===== src/hw/rtl/wsc_pkg.sv =====
// Package for the WAV stream checker: codes, phase type and queue record.
// No dependencies.
`timescale 1ns / 1ps
package wsc_pkg;

    typedef enum logic [2:0] {
        PH_RIFF = 3'd0,
        PH_HDR  = 3'd1,
        PH_SKIP = 3'd2,
        PH_FMT  = 3'd3,
        PH_DATA = 3'd4,
        PH_DONE = 3'd5
    } phase_t;

    localparam logic [2:0] ST_OK        = 3'd0;
    localparam logic [2:0] ST_NOT_RIFF  = 3'd1;
    localparam logic [2:0] ST_BAD_FMT   = 3'd2;
    localparam logic [2:0] ST_OFFSET    = 3'd3;
    localparam logic [2:0] ST_BAD_FORM  = 3'd4;
    localparam logic [2:0] ST_TRUNC     = 3'd5;
    localparam logic [2:0] ST_SILENT    = 3'd6;

    localparam logic [31:0] ID_FMT  = 32'h2074_6D66;
    localparam logic [31:0] ID_DATA = 32'h6174_6164;

    localparam logic [0:0] REG_FLOOR = 1'b0;
    localparam logic [0:0] REG_CHECK = 1'b1;

    // One classified byte travelling from the front part to the back part.
    typedef struct packed {
        logic [7:0] data;
        logic       last;
    } byte_item_t;

    localparam int QDepth = 2;

endpackage


===== src/hw/rtl/wsc_front.sv =====
// Input side of the WAV stream checker: a two-entry queue of bytes.
// Depends on wsc_pkg.
`timescale 1ns / 1ps
module wsc_front
(
    input  logic                clk,
    input  logic                rst_n,
    input  logic                s_valid,
    output logic                s_ready,
    input  wsc_pkg::byte_item_t s_item,
    output logic                q_valid,
    input  logic                q_ready,
    output wsc_pkg::byte_item_t q_item
);
    import wsc_pkg::*;

    byte_item_t  mem_reg [QDepth];
    logic        wp_reg, wp_next, rp_reg, rp_next;
    logic [1:0]  cnt_reg, cnt_next;
    logic        push, pop;

    assign s_ready = (cnt_reg != 2'(QDepth));
    assign q_valid = (cnt_reg != 2'd0);
    assign q_item  = mem_reg[rp_reg];
    assign push    = s_valid && s_ready;
    assign pop     = q_valid && q_ready;

    always_comb
    begin
        wp_next  = push ? ~wp_reg : wp_reg;
        rp_next  = pop ? ~rp_reg : rp_reg;
        cnt_next = cnt_reg + {1'b0, push} - {1'b0, pop};
    end

    always_ff @(posedge clk or negedge rst_n)
    begin
        if (!rst_n)
        begin
            wp_reg  <= 1'b0;
            rp_reg  <= 1'b0;
            cnt_reg <= 2'd0;
        end
        else
        begin
            wp_reg  <= wp_next;
            rp_reg  <= rp_next;
            cnt_reg <= cnt_next;
        end
    end

    always_ff @(posedge clk)
    begin
        if (push)
        begin
            mem_reg[wp_reg] <= s_item;
        end
    end

endmodule


===== src/hw/rtl/wsc_back.sv =====
// Parser and level statistics of the WAV stream checker, with result register.
// Depends on wsc_pkg.
`timescale 1ns / 1ps
module wsc_back
(
    input  logic                clk,
    input  logic                rst_n,
    input  logic                q_valid,
    output logic                q_ready,
    input  wsc_pkg::byte_item_t q_item,
    input  logic [14:0]         signal_floor,
    input  logic                check_signal,
    output logic                m_valid,
    input  logic                m_ready,
    output logic [2:0]          status_code,
    output logic [31:0]         data_start_offset,
    output logic [31:0]         data_length_bytes,
    output logic [15:0]         peak_magnitude,
    output logic [30:0]         loud_sample_count
);
    import wsc_pkg::*;

    phase_t      ph_reg, ph_next;
    logic [32:0] pos_reg, pos_next;
    logic [63:0] hs_reg, hs_next;
    logic        rok_reg, rok_next;
    logic [32:0] rem_reg, rem_next;
    logic [4:0]  fi_reg, fi_next;
    logic [15:0] ftag_reg, ftag_next, fch_reg, fch_next, fal_reg, fal_next;
    logic [15:0] fbits_reg, fbits_next;
    logic [31:0] frate_reg, frate_next, fbr_reg, fbr_next;
    logic        df_reg, df_next;
    logic [31:0] dst_reg, dst_next, dlen_reg, dlen_next;
    logic [7:0]  lo_reg, lo_next;
    logic [15:0] pk_reg, pk_next;
    logic [30:0] lc_reg, lc_next;
    logic [2:0]  err_reg, err_next;
    logic [3:0]  hc_reg, hc_next;
    logic [6:0]  fn_reg, fn_next;
    logic [31:0] dl_reg, dl_next;
    logic        lh_reg, lh_next;

    logic        ov_reg;
    logic [2:0]  ost_reg;
    logic [31:0] ost_off_reg, ost_len_reg;
    logic [15:0] opk_reg;
    logic [30:0] olc_reg;

    logic        take;
    logic [7:0]  b;
    logic [31:0] len, hid;
    logic [63:0] hsn;
    logic [32:0] span;
    logic [33:0] endpos;
    logic [15:0] smp, mag;
    logic [2:0]  st;
    logic        fmt_ok;

    // Only a final byte needs the result register, so other bytes keep flowing
    // while a result waits.
    assign q_ready = !q_item.last || !ov_reg || m_ready;
    assign take    = q_valid && q_ready;
    assign b       = q_item.data;
    assign hsn     = {b, hs_reg[63:8]};
    assign hid     = hsn[31:0];
    assign len     = hsn[63:32];
    assign span    = {1'b0, len} + {32'd0, len[0]};
    assign endpos  = {1'b0, pos_next} + {1'b0, span};
    assign smp     = {b, lo_reg};
    assign mag     = smp[15] ? (16'd0 - smp) : smp;

    always_comb
    begin
        ph_next = ph_reg; pos_next = pos_reg; hs_next = hs_reg; rok_next = rok_reg;
        rem_next = rem_reg; fi_next = fi_reg; ftag_next = ftag_reg; fch_next = fch_reg;
        frate_next = frate_reg; fbr_next = fbr_reg; fal_next = fal_reg;
        fbits_next = fbits_reg; df_next = df_reg; dst_next = dst_reg; dlen_next = dlen_reg;
        lo_next = lo_reg; pk_next = pk_reg; lc_next = lc_reg; err_next = err_reg;
        hc_next = hc_reg; fn_next = fn_reg; dl_next = dl_reg; lh_next = lh_reg;

        if (!pos_reg[32])
        begin
            pos_next = pos_reg + 33'd1;
        end
        case (ph_reg)
            PH_RIFF:
            begin
                if (pos_reg == 33'd0 && b != "R") rok_next = 1'b0;
                if (pos_reg == 33'd1 && b != "I") rok_next = 1'b0;
                if ((pos_reg == 33'd2 || pos_reg == 33'd3) && b != "F") rok_next = 1'b0;
                if (pos_reg == 33'd8 && b != "W") rok_next = 1'b0;
                if (pos_reg == 33'd9 && b != "A") rok_next = 1'b0;
                if (pos_reg == 33'd10 && b != "V") rok_next = 1'b0;
                if (pos_reg == 33'd11 && b != "E") rok_next = 1'b0;
                if (pos_reg >= 33'd11)
                begin
                    if (!rok_next)
                    begin
                        err_next = ST_NOT_RIFF; ph_next = PH_DONE;
                    end
                    else
                    begin
                        ph_next = PH_HDR; hc_next = 4'd0;
                    end
                end
            end
            PH_HDR:
            begin
                hs_next = hsn;
                hc_next = hc_reg + 4'd1;
                if (hc_reg == 4'd7)
                begin
                    if (endpos > 34'h0_FFFF_FFFF)
                    begin
                        err_next = ST_OFFSET; ph_next = PH_DONE;
                    end
                    else
                    begin
                        rem_next = span;
                        ph_next  = PH_SKIP;
                        if (hid == ID_FMT)
                        begin
                            if (len < 32'd16)
                            begin
                                err_next = ST_BAD_FMT;
                            end
                            else
                            begin
                                fn_next = (len < 32'd64) ? len[6:0] : 7'd64;
                                fi_next = 5'd0;
                                ph_next = PH_FMT;
                            end
                        end
                        else if (hid == ID_DATA)
                        begin
                            dst_next = pos_next[31:0]; dlen_next = len; df_next = 1'b1;
                            pk_next = 16'd0; lc_next = 31'd0; dl_next = len;
                            lh_next = 1'b0; ph_next = PH_DATA;
                        end
                        if (err_next != ST_OK)
                        begin
                            ph_next = PH_DONE;
                        end
                        else if (span == 33'd0)
                        begin
                            ph_next = PH_HDR; hc_next = 4'd0;
                        end
                    end
                end
            end
            PH_SKIP, PH_FMT, PH_DATA:
            begin
                if (ph_reg == PH_FMT)
                begin
                    case (fi_reg)
                        5'd0: ftag_next[7:0] = b;
                        5'd1: ftag_next[15:8] = b;
                        5'd2: fch_next[7:0] = b;
                        5'd3: fch_next[15:8] = b;
                        5'd4: frate_next[7:0] = b;
                        5'd5: frate_next[15:8] = b;
                        5'd6: frate_next[23:16] = b;
                        5'd7: frate_next[31:24] = b;
                        5'd8: fbr_next[7:0] = b;
                        5'd9: fbr_next[15:8] = b;
                        5'd10: fbr_next[23:16] = b;
                        5'd11: fbr_next[31:24] = b;
                        5'd12: fal_next[7:0] = b;
                        5'd13: fal_next[15:8] = b;
                        5'd14: fbits_next[7:0] = b;
                        5'd15: fbits_next[15:8] = b;
                        default: ;
                    endcase
                    if (fi_reg < 5'd16) fi_next = fi_reg + 5'd1;
                    if (fn_reg != 7'd0) fn_next = fn_reg - 7'd1;
                end
                if (ph_reg == PH_DATA && dl_reg != 32'd0)
                begin
                    dl_next = dl_reg - 32'd1;
                    if (!lh_reg)
                    begin
                        lo_next = b; lh_next = 1'b1;
                    end
                    else
                    begin
                        lh_next = 1'b0;
                        if (mag > pk_reg) pk_next = mag;
                        if (mag > {1'b0, signal_floor} && lc_reg != 31'h7FFF_FFFF)
                        begin
                            lc_next = lc_reg + 31'd1;
                        end
                    end
                end
                if (rem_reg != 33'd0) rem_next = rem_reg - 33'd1;
                if (rem_next == 33'd0)
                begin
                    ph_next = PH_HDR; hc_next = 4'd0;
                end
            end
            default: ;
        endcase
    end

    // Final status is taken from the state after the last byte.
    assign fmt_ok = ftag_next == 16'd1 && fch_next == 16'd1 && frate_next == 32'd16000
        && fbits_next == 16'd16 && fal_next == 16'd2 && fbr_next == 32'd32000
        && df_next && !dlen_next[0];

    always_comb
    begin
        if (err_next != ST_OK) st = err_next;
        else if (ph_next == PH_RIFF) st = ST_NOT_RIFF;
        else if (ph_next == PH_FMT && fn_next != 7'd0) st = ST_BAD_FMT;
        else if (!fmt_ok) st = ST_BAD_FORM;
        else if (check_signal && ph_next == PH_DATA && dl_next != 32'd0) st = ST_TRUNC;
        else if (check_signal && lc_next == 31'd0) st = ST_SILENT;
        else st = ST_OK;
    end

    always_ff @(posedge clk or negedge rst_n)
    begin
        if (!rst_n)
        begin
            ph_reg <= PH_RIFF; pos_reg <= '0; hs_reg <= '0; rok_reg <= 1'b1;
            rem_reg <= '0; fi_reg <= '0; ftag_reg <= '0; fch_reg <= '0;
            frate_reg <= '0; fbr_reg <= '0; fal_reg <= '0; fbits_reg <= '0;
            df_reg <= 1'b0; dst_reg <= '0; dlen_reg <= '0; pk_reg <= '0;
            lc_reg <= '0; err_reg <= '0; hc_reg <= '0; fn_reg <= '0;
            dl_reg <= '0; lh_reg <= 1'b0; ov_reg <= 1'b0;
        end
        else
        begin
            if (take && q_item.last)
            begin
                ov_reg <= 1'b1;
                ph_reg <= PH_RIFF; pos_reg <= '0; hs_reg <= '0; rok_reg <= 1'b1;
                rem_reg <= '0; fi_reg <= '0; ftag_reg <= '0; fch_reg <= '0;
                frate_reg <= '0; fbr_reg <= '0; fal_reg <= '0; fbits_reg <= '0;
                df_reg <= 1'b0; dst_reg <= '0; dlen_reg <= '0; pk_reg <= '0;
                lc_reg <= '0; err_reg <= '0; hc_reg <= '0; fn_reg <= '0;
                dl_reg <= '0; lh_reg <= 1'b0;
            end
            else
            begin
                if (m_ready) ov_reg <= 1'b0;
                if (take && ph_reg != PH_DONE)
                begin
                    ph_reg <= ph_next; pos_reg <= pos_next; hs_reg <= hs_next;
                    rok_reg <= rok_next; rem_reg <= rem_next; fi_reg <= fi_next;
                    ftag_reg <= ftag_next; fch_reg <= fch_next; frate_reg <= frate_next;
                    fbr_reg <= fbr_next; fal_reg <= fal_next; fbits_reg <= fbits_next;
                    df_reg <= df_next; dst_reg <= dst_next; dlen_reg <= dlen_next;
                    pk_reg <= pk_next; lc_reg <= lc_next; err_reg <= err_next;
                    hc_reg <= hc_next; fn_reg <= fn_next; dl_reg <= dl_next;
                    lh_reg <= lh_next;
                end
            end
        end
    end

    always_ff @(posedge clk)
    begin
        if (take) lo_reg <= lo_next;
        if (take && q_item.last)
        begin
            ost_reg     <= (ph_reg == PH_DONE) ? err_reg : st;
            ost_off_reg <= (ph_reg == PH_DONE || st != ST_OK) ? 32'd0 : dst_next;
            ost_len_reg <= (ph_reg == PH_DONE || st != ST_OK) ? 32'd0 : dlen_next;
            opk_reg     <= (ph_reg != PH_DONE && st == ST_OK && check_signal)
                           ? pk_next : 16'd0;
            olc_reg     <= (ph_reg != PH_DONE && st == ST_OK && check_signal)
                           ? lc_next : 31'd0;
        end
    end

    assign m_valid           = ov_reg;
    assign status_code       = ost_reg;
    assign data_start_offset = ost_off_reg;
    assign data_length_bytes = ost_len_reg;
    assign peak_magnitude    = opk_reg;
    assign loud_sample_count = olc_reg;

endmodule


===== src/hw/rtl/wav_stream_check_and_level_stats.sv =====
// Top level of the WAV stream checker with level statistics.
// Depends on wsc_pkg, wsc_front and wsc_back.
`timescale 1ns / 1ps
// The block takes a WAV file one byte per transaction, tlast on the final byte,
// checks the RIFF/WAVE header, walks the chunks, keeps the last fmt and data
// chunk, and tracks peak magnitude and loud sample count over the data body.
// One byte is taken every clock cycle, but a final byte waits while the
// previous result is not taken. A two-entry queue sits in front of the
// parser and the result is held in an output register, so a new file can
// start while the previous result waits. One result transaction follows
// each tlast byte. Registers: signal_floor at 0x0, check_signal at 0x4.
module wav_stream_check_and_level_stats
(
    input  logic         clk,
    input  logic         rst_n,
    input  logic         s_axis_tvalid,
    output logic         s_axis_tready,
    input  logic [7:0]   s_axis_tdata,   // [7:0] in_byte
    input  logic         s_axis_tlast,   // end_of_stream
    output logic         m_axis_tvalid,
    input  logic         m_axis_tready,
    // [2:0] status_code, [34:3] data_start_offset, [66:35] data_length_bytes,
    // [82:67] peak_magnitude, [113:83] loud_sample_count, [119:114] zero
    output logic [119:0] m_axis_tdata,
    input  logic         psel,
    input  logic         penable,
    input  logic         pwrite,
    input  logic [2:0]   paddr,
    input  logic [31:0]  pwdata,
    output logic [31:0]  prdata,
    output logic         pready
);
    import wsc_pkg::*;

    logic [14:0] floor_reg;
    logic        chk_reg;
    byte_item_t  s_item, q_item;
    logic        q_valid, q_ready;
    logic [2:0]  st;
    logic [31:0] off, len;
    logic [15:0] pk;
    logic [30:0] lc;

    assign pready = 1'b1;
    always_comb
    begin
        case (paddr[2])
            REG_FLOOR: prdata = {17'd0, floor_reg};
            REG_CHECK: prdata = {31'd0, chk_reg};
            default:   prdata = 32'd0;
        endcase
    end

    always_ff @(posedge clk or negedge rst_n)
    begin
        if (!rst_n)
        begin
            floor_reg <= 15'd200;
            chk_reg   <= 1'b1;
        end
        else if (psel && penable && pwrite)
        begin
            if (paddr[2] == REG_FLOOR) floor_reg <= pwdata[14:0];
            else chk_reg <= pwdata[0];
        end
    end

    assign s_item.data = s_axis_tdata;
    assign s_item.last = s_axis_tlast;

    wsc_front u_front
    (
        .clk(clk), .rst_n(rst_n), .s_valid(s_axis_tvalid), .s_ready(s_axis_tready),
        .s_item(s_item), .q_valid(q_valid), .q_ready(q_ready), .q_item(q_item)
    );

    wsc_back u_back
    (
        .clk(clk), .rst_n(rst_n), .q_valid(q_valid), .q_ready(q_ready),
        .q_item(q_item), .signal_floor(floor_reg), .check_signal(chk_reg),
        .m_valid(m_axis_tvalid), .m_ready(m_axis_tready), .status_code(st),
        .data_start_offset(off), .data_length_bytes(len), .peak_magnitude(pk),
        .loud_sample_count(lc)
    );

    assign m_axis_tdata = {6'd0, lc, pk, len, off, st};

    // A non-ok result carries no chunk information.
    a_zero_fields: assert property (@(posedge clk) disable iff (!rst_n)
        (m_axis_tvalid && st != ST_OK) |-> (off == 32'd0 && lc == 31'd0))
        else $error("non-ok result with nonzero fields");

    // Peak cannot exceed full scale of a 16-bit sample.
    a_peak_range: assert property (@(posedge clk) disable iff (!rst_n)
        m_axis_tvalid |-> (pk <= 16'd32768))
        else $error("peak above 32768");

    // A stalled result does not change.
    a_hold: assert property (@(posedge clk) disable iff (!rst_n)
        (m_axis_tvalid && !m_axis_tready) |=> $stable(m_axis_tdata))
        else $error("result changed while stalled");

endmodule


===== config.mk =====
export PLATFORM = sky130hd
export DESIGN_NAME = wav_stream_check_and_level_stats
export DESIGN_NICKNAME = d
export VERILOG_FILES = /design/src/hw/rtl/wsc_pkg.sv /design/src/hw/rtl/wsc_front.sv /design/src/hw/rtl/wsc_back.sv /design/src/hw/rtl/wav_stream_check_and_level_stats.sv
export SDC_FILE = /design/constraint.sdc
export NUM_CORES = 2
export LEC_CHECK = 0
export BUFFER_PORTS_ARGS = -buffer_cell sky130_fd_sc_hd__buf_2
export CAP_MARGIN = 20
export CORE_MARGIN = 2
export CORE_UTILIZATION = 45
export DETAILED_ROUTE_END_ITERATION = 12
export PLACE_DENSITY = 0.69
export RECOVER_POWER = 100
export SYNTH_ARGS = -nofsm -noshare
export SYNTH_HDL_FRONTEND = slang
export SYNTH_SLANG_ARGS = --single-unit

===== constraint.sdc =====
create_clock -name clk -period 14.4 [get_ports clk]
set_clock_uncertainty 0.1 [all_clocks]
set_input_delay 2.88 -clock clk [delete_from_list [all_inputs] [get_ports clk]]
set_output_delay 2.88 -clock clk [all_outputs]
set_load 0.02 [all_outputs]

Word level (Yosys, flattened, before mapping)
Memories as Yosys holds them, arrays and structs flattened.
Index checks and enable logic that the tools add are counted.
Widths: inputs -> output; s select.
Word-level totals
  bits in registers: 569
  bits in writable memories: 18
  input port bits: 51
  output and inout port bits: 155
  logic and storage cells: 375
  memories kept: 1
Memories
  u_front.mem_reg: depth 2, width 9, read ports 1, clocked after memory_dff 0, write ports 1, line wsc_front.sv:17  | byte_item_t mem_reg [QDepth];
Cells by class
  add/subtract/negate cells: 12
  order comparisons: 7
  equality and inequality tests: 60
  muxes and demuxes: 189
  bitwise gates (word level): 4
  reductions and logical operators: 68
Operators with widths (number)
  $mux 32: 29
  $mux 16: 26
  $mux 33: 9
  $mux 31: 9
  $mux 64: 3
  $eq 33x4->1 const B: 4
  $mux 8: 16
  $pmux 32 s2: 2
  $logic_not 33->1: 3
  $mux 3: 29
  $eq 33x2->1 const B: 2
  $pmux 33 s2: 1
  $reduce_bool 32->1: 2
  $mux 7: 9
  $pmux 31 s2: 1
  $ne 8x7->1 const B: 7
  $eq 5x4->1 const B: 8
  $mux 5: 8
  $mux 4: 9
  $add 33x33->34: 1
  $gt 34x32->1 const B: 1
  $add 32x1->33: 1
  $add 33x1->33 const B: 1
  $eq 33x1->1 const B: 1
  other kinds (60): 158

Logic depth before layout (Yosys ltp)
An unclocked memory read counts as a cell.
  word-level depth: 25
  mapped depth: 31
  gate-level depth less buffers: 26

By module
A second synthesis with hierarchy kept.
Second synthesis, totals
  cells, all modules: 3699
  area total of the unflattened synthesis: 34129.0 µm²
Modules (own cells, without submodules)
  wsc_back: times used 1, cells an instance 3577, area each 32323.5 µm², sequential area each 14149.8 µm²
  wav_stream_check_and_level_stats: times used 1, cells an instance 77, area each 959.7 µm², sequential area each 405.4 µm²
  wsc_front: times used 1, cells an instance 45, area each 845.8 µm², sequential area each 640.6 µm²

Worst setup path after synthesis
OpenSTA, ideal clock, no wires.
  path kind: input to register
  start: input port m_axis_tready
  end: register u_back.fi_reg[0]
  setup time: 0.125 ns
  data arrival time: 7.345 ns
  data required time: 14.175 ns
  path slack: 6.830 ns
  stages on the path: 8
  path buffers: 0
  path through: nand2b_1 > o22ai_1 > inv_1 > nand2_1 > clkinv_1 > nor2_1 > nor3_1 > mux2_2
On the way
  word-level cells in the longest chain between the ends: 5
  elaborated cells between the ends (all ways): 14
  classes of those cells: eq/ne (6); mux (1); reduce/logical (7)
Ends and longest elaborated chain
  start, declared: line wav_stream_check_and_level_stats.sv:21  | input logic m_axis_tready,
  $logic_or 1x1->1 (*): line wsc_back.sv:61  | assign q_ready = !q_item.last || !ov_reg || m_ready;
  $logic_and 1x1->1 (*): line wsc_back.sv:62  | assign take = q_valid && q_ready;
  net u_back.take: line wsc_back.sv:49  | logic take;
  $logic_and 1x1->1 (on tied branches): line wsc_back.sv:233, wsc_back.sv:246
  $ne 3x1->1 (no line), or another cell as far along
  $reduce_and 8->1 (no line)
  end signal, assigned: line wsc_back.sv:249  | rok_reg <= rok_next; rem_reg <= rem_next; fi_reg <= fi_next;
  end, declared: line wsc_back.sv:28  | logic [4:0] fi_reg, fi_next;
Mark *: on every way through the listed nets, which the timed path passes. The rest lies on a longest branch.
A chain may end at the register's enable or synchronous reset.

Final worst setup path
  start: register u_front.rp_reg
  end: register u_back.dst_reg[14]
On the way
  word-level cells in the longest chain between the ends: 9
  elaborated cells between the ends (all ways): 16
  classes of those cells: add/sub (2); order compare (1); mux (5); reduce/logical (7); memory (1)
Ends and longest elaborated chain
  start, declared: line wsc_front.sv:18  | logic wp_reg, wp_next, rp_reg, rp_next;
  start signal, assigned: line wsc_front.sv:46  | rp_reg <= rp_next;
  $mem_v2 2x9 (*)
  $add 32x1->33: line wsc_back.sv:67  | assign span = {1'b0, len} + {32'd0, len[0]};
  $add 33x33->34: line wsc_back.sv:68  | assign endpos = {1'b0, pos_next} + {1'b0, span};
  $gt 34x32->1: line wsc_back.sv:113  | if (endpos > 34'h0_FFFF_FFFF)
  $mux 32: line wsc_back.sv:113
  $mux 32: line wsc_back.sv:111  | if (hc_reg == 4'd7)
  $mux 32: line wsc_back.sv:85  | case (ph_reg)
  $mux 32: line wsc_back.sv:246  | if (take && ph_reg != PH_DONE)
  $mux 32: line wsc_back.sv:233  | if (take && q_item.last)
  end signal, assigned: line wsc_back.sv:252  | df_reg <= df_next; dst_reg <= dst_next; dlen_reg <= dlen_next;
  end, declared: line wsc_back.sv:33  | logic [31:0] dst_reg, dst_next, dlen_reg, dlen_next;
Every way passes the cells marked *; elsewhere a longest branch is shown, timed or not. The select of a mux whose other input is x is not followed.

==> qor.txt <==
via count -> 28918
vias in the first global route -> 27404
initial drt markers -> 3514
most common cell after layout, fill and taps aside -> dfrtp_1
Post-DP HPWL -> 70.2 mm
Setup-failing EPs final -> 0
crit-path leading delay family -> buffers and inverters
Critical-path top delay cell -> clkbuf_1
Yosys cell types -> 106
CTS tree -> built
Synthesis Warnings -> 0
worst-margin pin slew -> 5030 ps
Final Hold Vio Count -> 0
post-CTS setup buffer count -> 0
H-tree levels -> 3
Die ar. -> 75100 µm²
Post-synth EDFFs -> 140
max reg flops -> 56
CP endpoint kind -> flip-flop
final setup margin -> 2560 ps
ys flop type -> dfrtp_1
Pwr Density -> 158 nW/µm²
vias per cell -> 6.30
slew margin rel. -> -2.35
Max Fclk -> 84.5 MHz
Initial Utilization -> 0.452
post-route ant nets -> 0
crit path buf inv count -> 7
Critical Path Most Common Cell -> clkbuf_1
Max Cap Viol -> 15
most frequent cells in the layout -> dfrtp_1, nand2_1, o21ai_0
post_cts resized -> 0
total CTS buffers -> 67
Worst Hold Class -> reg2reg
final worst-path cycle share -> 0.822
first-pass GRT wire length -> 162 mm
Critical Path, Cell by Cell -> clkbuf_1 -> mux2i_2 -> clkbuf_1 -> inv_1 -> clkbuf_1 -> nand4_1 -> xnor2_1 -> ha_1 -> o21a_1 -> a211oi_1 -> nor3_1 -> o311ai_0 -> a31o_1 -> a211oi_1 -> clkbuf_1 -> nand2_2 -> buf_4 -> nand2_1 -> nand2_1 -> clkbuf_1 -> a22o_1
DRC -> 0
Final Critical Period -> 11840 ps
setup TNS -> 0 ps
Root Driver -> clkbuf_16
Area Overhead vs Synth -> 9.86%
clock sink count -> 579
cts-stage hold buffer count -> 0
Pleak -> 0.0149 µW
post-layout util -> 0.497
Finished Layout Cells -> 4592
all-layer global routing usage -> 0.274
Post-Synthesis Cells -> 3528
Inst Count DP -> 4465
failing checks -> max-capacitance violations, max-slew violations
final WL -> 105 mm
DRT Pass-1 Iters -> 7
grt total ovfl -> 0
Seq/Total Area, Yosys -> 0.463
# rows -> 99
I/O pin total -> 206
clk_lat worst skew -> 620 ps
RSZ-0062 raised after global routing -> no
Worst Path Required -> 14840 ps
Clock transition at path regs -> 60 ps
largest net degree at the start of global routing -> 156
Placeable Area -> 72600 µm²
FFs w/ async S/R, synth -> 0.758
share of cells above drive strength 1 -> 0.0683
Yosys reg bits -> 579
Hold WS -> 379 ps
dpl ws -> 4360 ps
Routed wire per std cell -> 22.9 µm
Avg Inst Size Synth -> 9.30 µm²
Final Slew Violations -> 847
Worst Path Max Fanout -> 69
Crit Path Category -> reg2reg
antenna violations before repair -> 5
CP peak stage delay -> 2380 ps
maximum VDD drop -> 0.000129 V
die width -> 274 µm
CP Data Arrival Time -> 12290 ps
startpoint type of the worst setup path -> flip-flop
Port Buffers -> 162
Die Y -> 274 µm
fill count -> 6917
RD Place Congestion -> 0.959
Syn Std Cell Area -> 32800 µm²
Post-layout nets -> 3712
clk buf depth -> 3
outcome -> finished, violations left
final timing paths:
check                                                    from  cells after the start                        endpoint  slack, ps
worst min-delay path            u_back.fal_reg[2]$_DFFE_PN0P_                      2   u_back.fal_reg[2]$_DFFE_PN0P_        380
worst min register to register  u_back.fal_reg[2]$_DFFE_PN0P_                      2   u_back.fal_reg[2]$_DFFE_PN0P_        380
worst max register to register     u_front.rp_reg$_DFFE_PN0P_                     21  u_back.dst_reg[14]$_DFFE_PN0P_       2560
max in group asynchronous                               rst_n                      3    u_back.lc_reg[5]$_DFFE_PN0P_       4100
worst max-delay path               u_front.rp_reg$_DFFE_PN0P_                     21  u_back.dst_reg[14]$_DFFE_PN0P_       2560
min in group asynchronous                               rst_n                      1  u_back.rem_reg[17]$_DFFE_PN0P_       3970
synth_stat cells, drive strengths merged, types with 29 or more instances:
| cell type | number | area share |
|---|---|---|
| and2 | 29 | 0.0055 |
| a21oi | 174 | 0.027 |
| a211oi | 37 | 0.010 |
| or3 | 32 | 0.0063 |
| nand3 | 103 | 0.016 |
| inv | 112 | 0.013 |
| clkbuf | 183 | 0.021 |
| xnor2 | 64 | 0.017 |
| nand4 | 67 | 0.013 |
| dfrtp | 434 | 0.33 |
| o21ai | 325 | 0.050 |
| edfxtp | 140 | 0.13 |
| ha | 83 | 0.032 |
| buf | 76 | 0.014 |
| a22o | 214 | 0.057 |
| a31oi | 37 | 0.0075 |
| nand2 | 423 | 0.048 |
| o31ai | 32 | 0.0073 |
| nor4 | 76 | 0.017 |
| nor2 | 266 | 0.031 |
| and3 | 63 | 0.012 |
| nor3 | 134 | 0.024 |
stage by stage:
step	power, µW	cell area [µm²]
3_3_place_gp	3980	34300
4_1_cts	5750	36500
2_1_floorplan	3280	32900
3_5_place_dp	4010	34300
5_1_grt	5950	36000
6_report	5700	36000
metal layers:
metal / routed length, µm / part of all wire / GRT usage / up-vias
met4: 4420 / 0.042 / 0.118 / 4
met3: 9100 / 0.087 / 0.0488 / 277
met2: 45900 / 0.44 / 0.415 / 1410
met1: 45500 / 0.43 / 0.386 / 14114
li1: - / - / - / 13113
met5: 20 / 0.00019 / 0 / -
power by group:
part / internal (µW) / switching, µW
combinational: 416 / 1530
sequential: 1920 / 102
clock: 1020 / 722
area by class of cell:
| cell class | count | area [µm²] | area share |
|---|---|---|---|
| multi-input combinational | 2598 | 16000 | 0.444 |
| sequential | 579 | 15200 | 0.422 |
| clock buffer | 91 | 1920 | 0.0533 |
| tap | 959 | 1200 | 0.0333 |
| timing repair buffer | 216 | 965 | 0.0268 |
| inverter | 115 | 433 | 0.0120 |
| clock inverter | 31 | 313 | 0.00868 |
| antenna | 3 | 7.51 | 0.000208 |
worst min-delay path: stages (launching register included):
cell     delay, ps
dfrtp_1        330
nand2_1         40
o21ai_0         60
kinds of logic (layout without fill, tap and decap cells):
group / after synthesis / after routing / share of synthesized area
simple gates: 1328 / 1328 / 0.206
mux: 44 / 44 / 0.0146
fa+ha+maj: 84 / 84 / 0.0323
flops: 579 / 579 / 0.463
compound gates: 1025 / 1025 / 0.211
buf+inv: 374 / 453 / 0.0484
xor+xnor: 92 / 92 / 0.0246
other cells: 2 / 28 / 0.000229
Power figures use the tool's default switching activity.
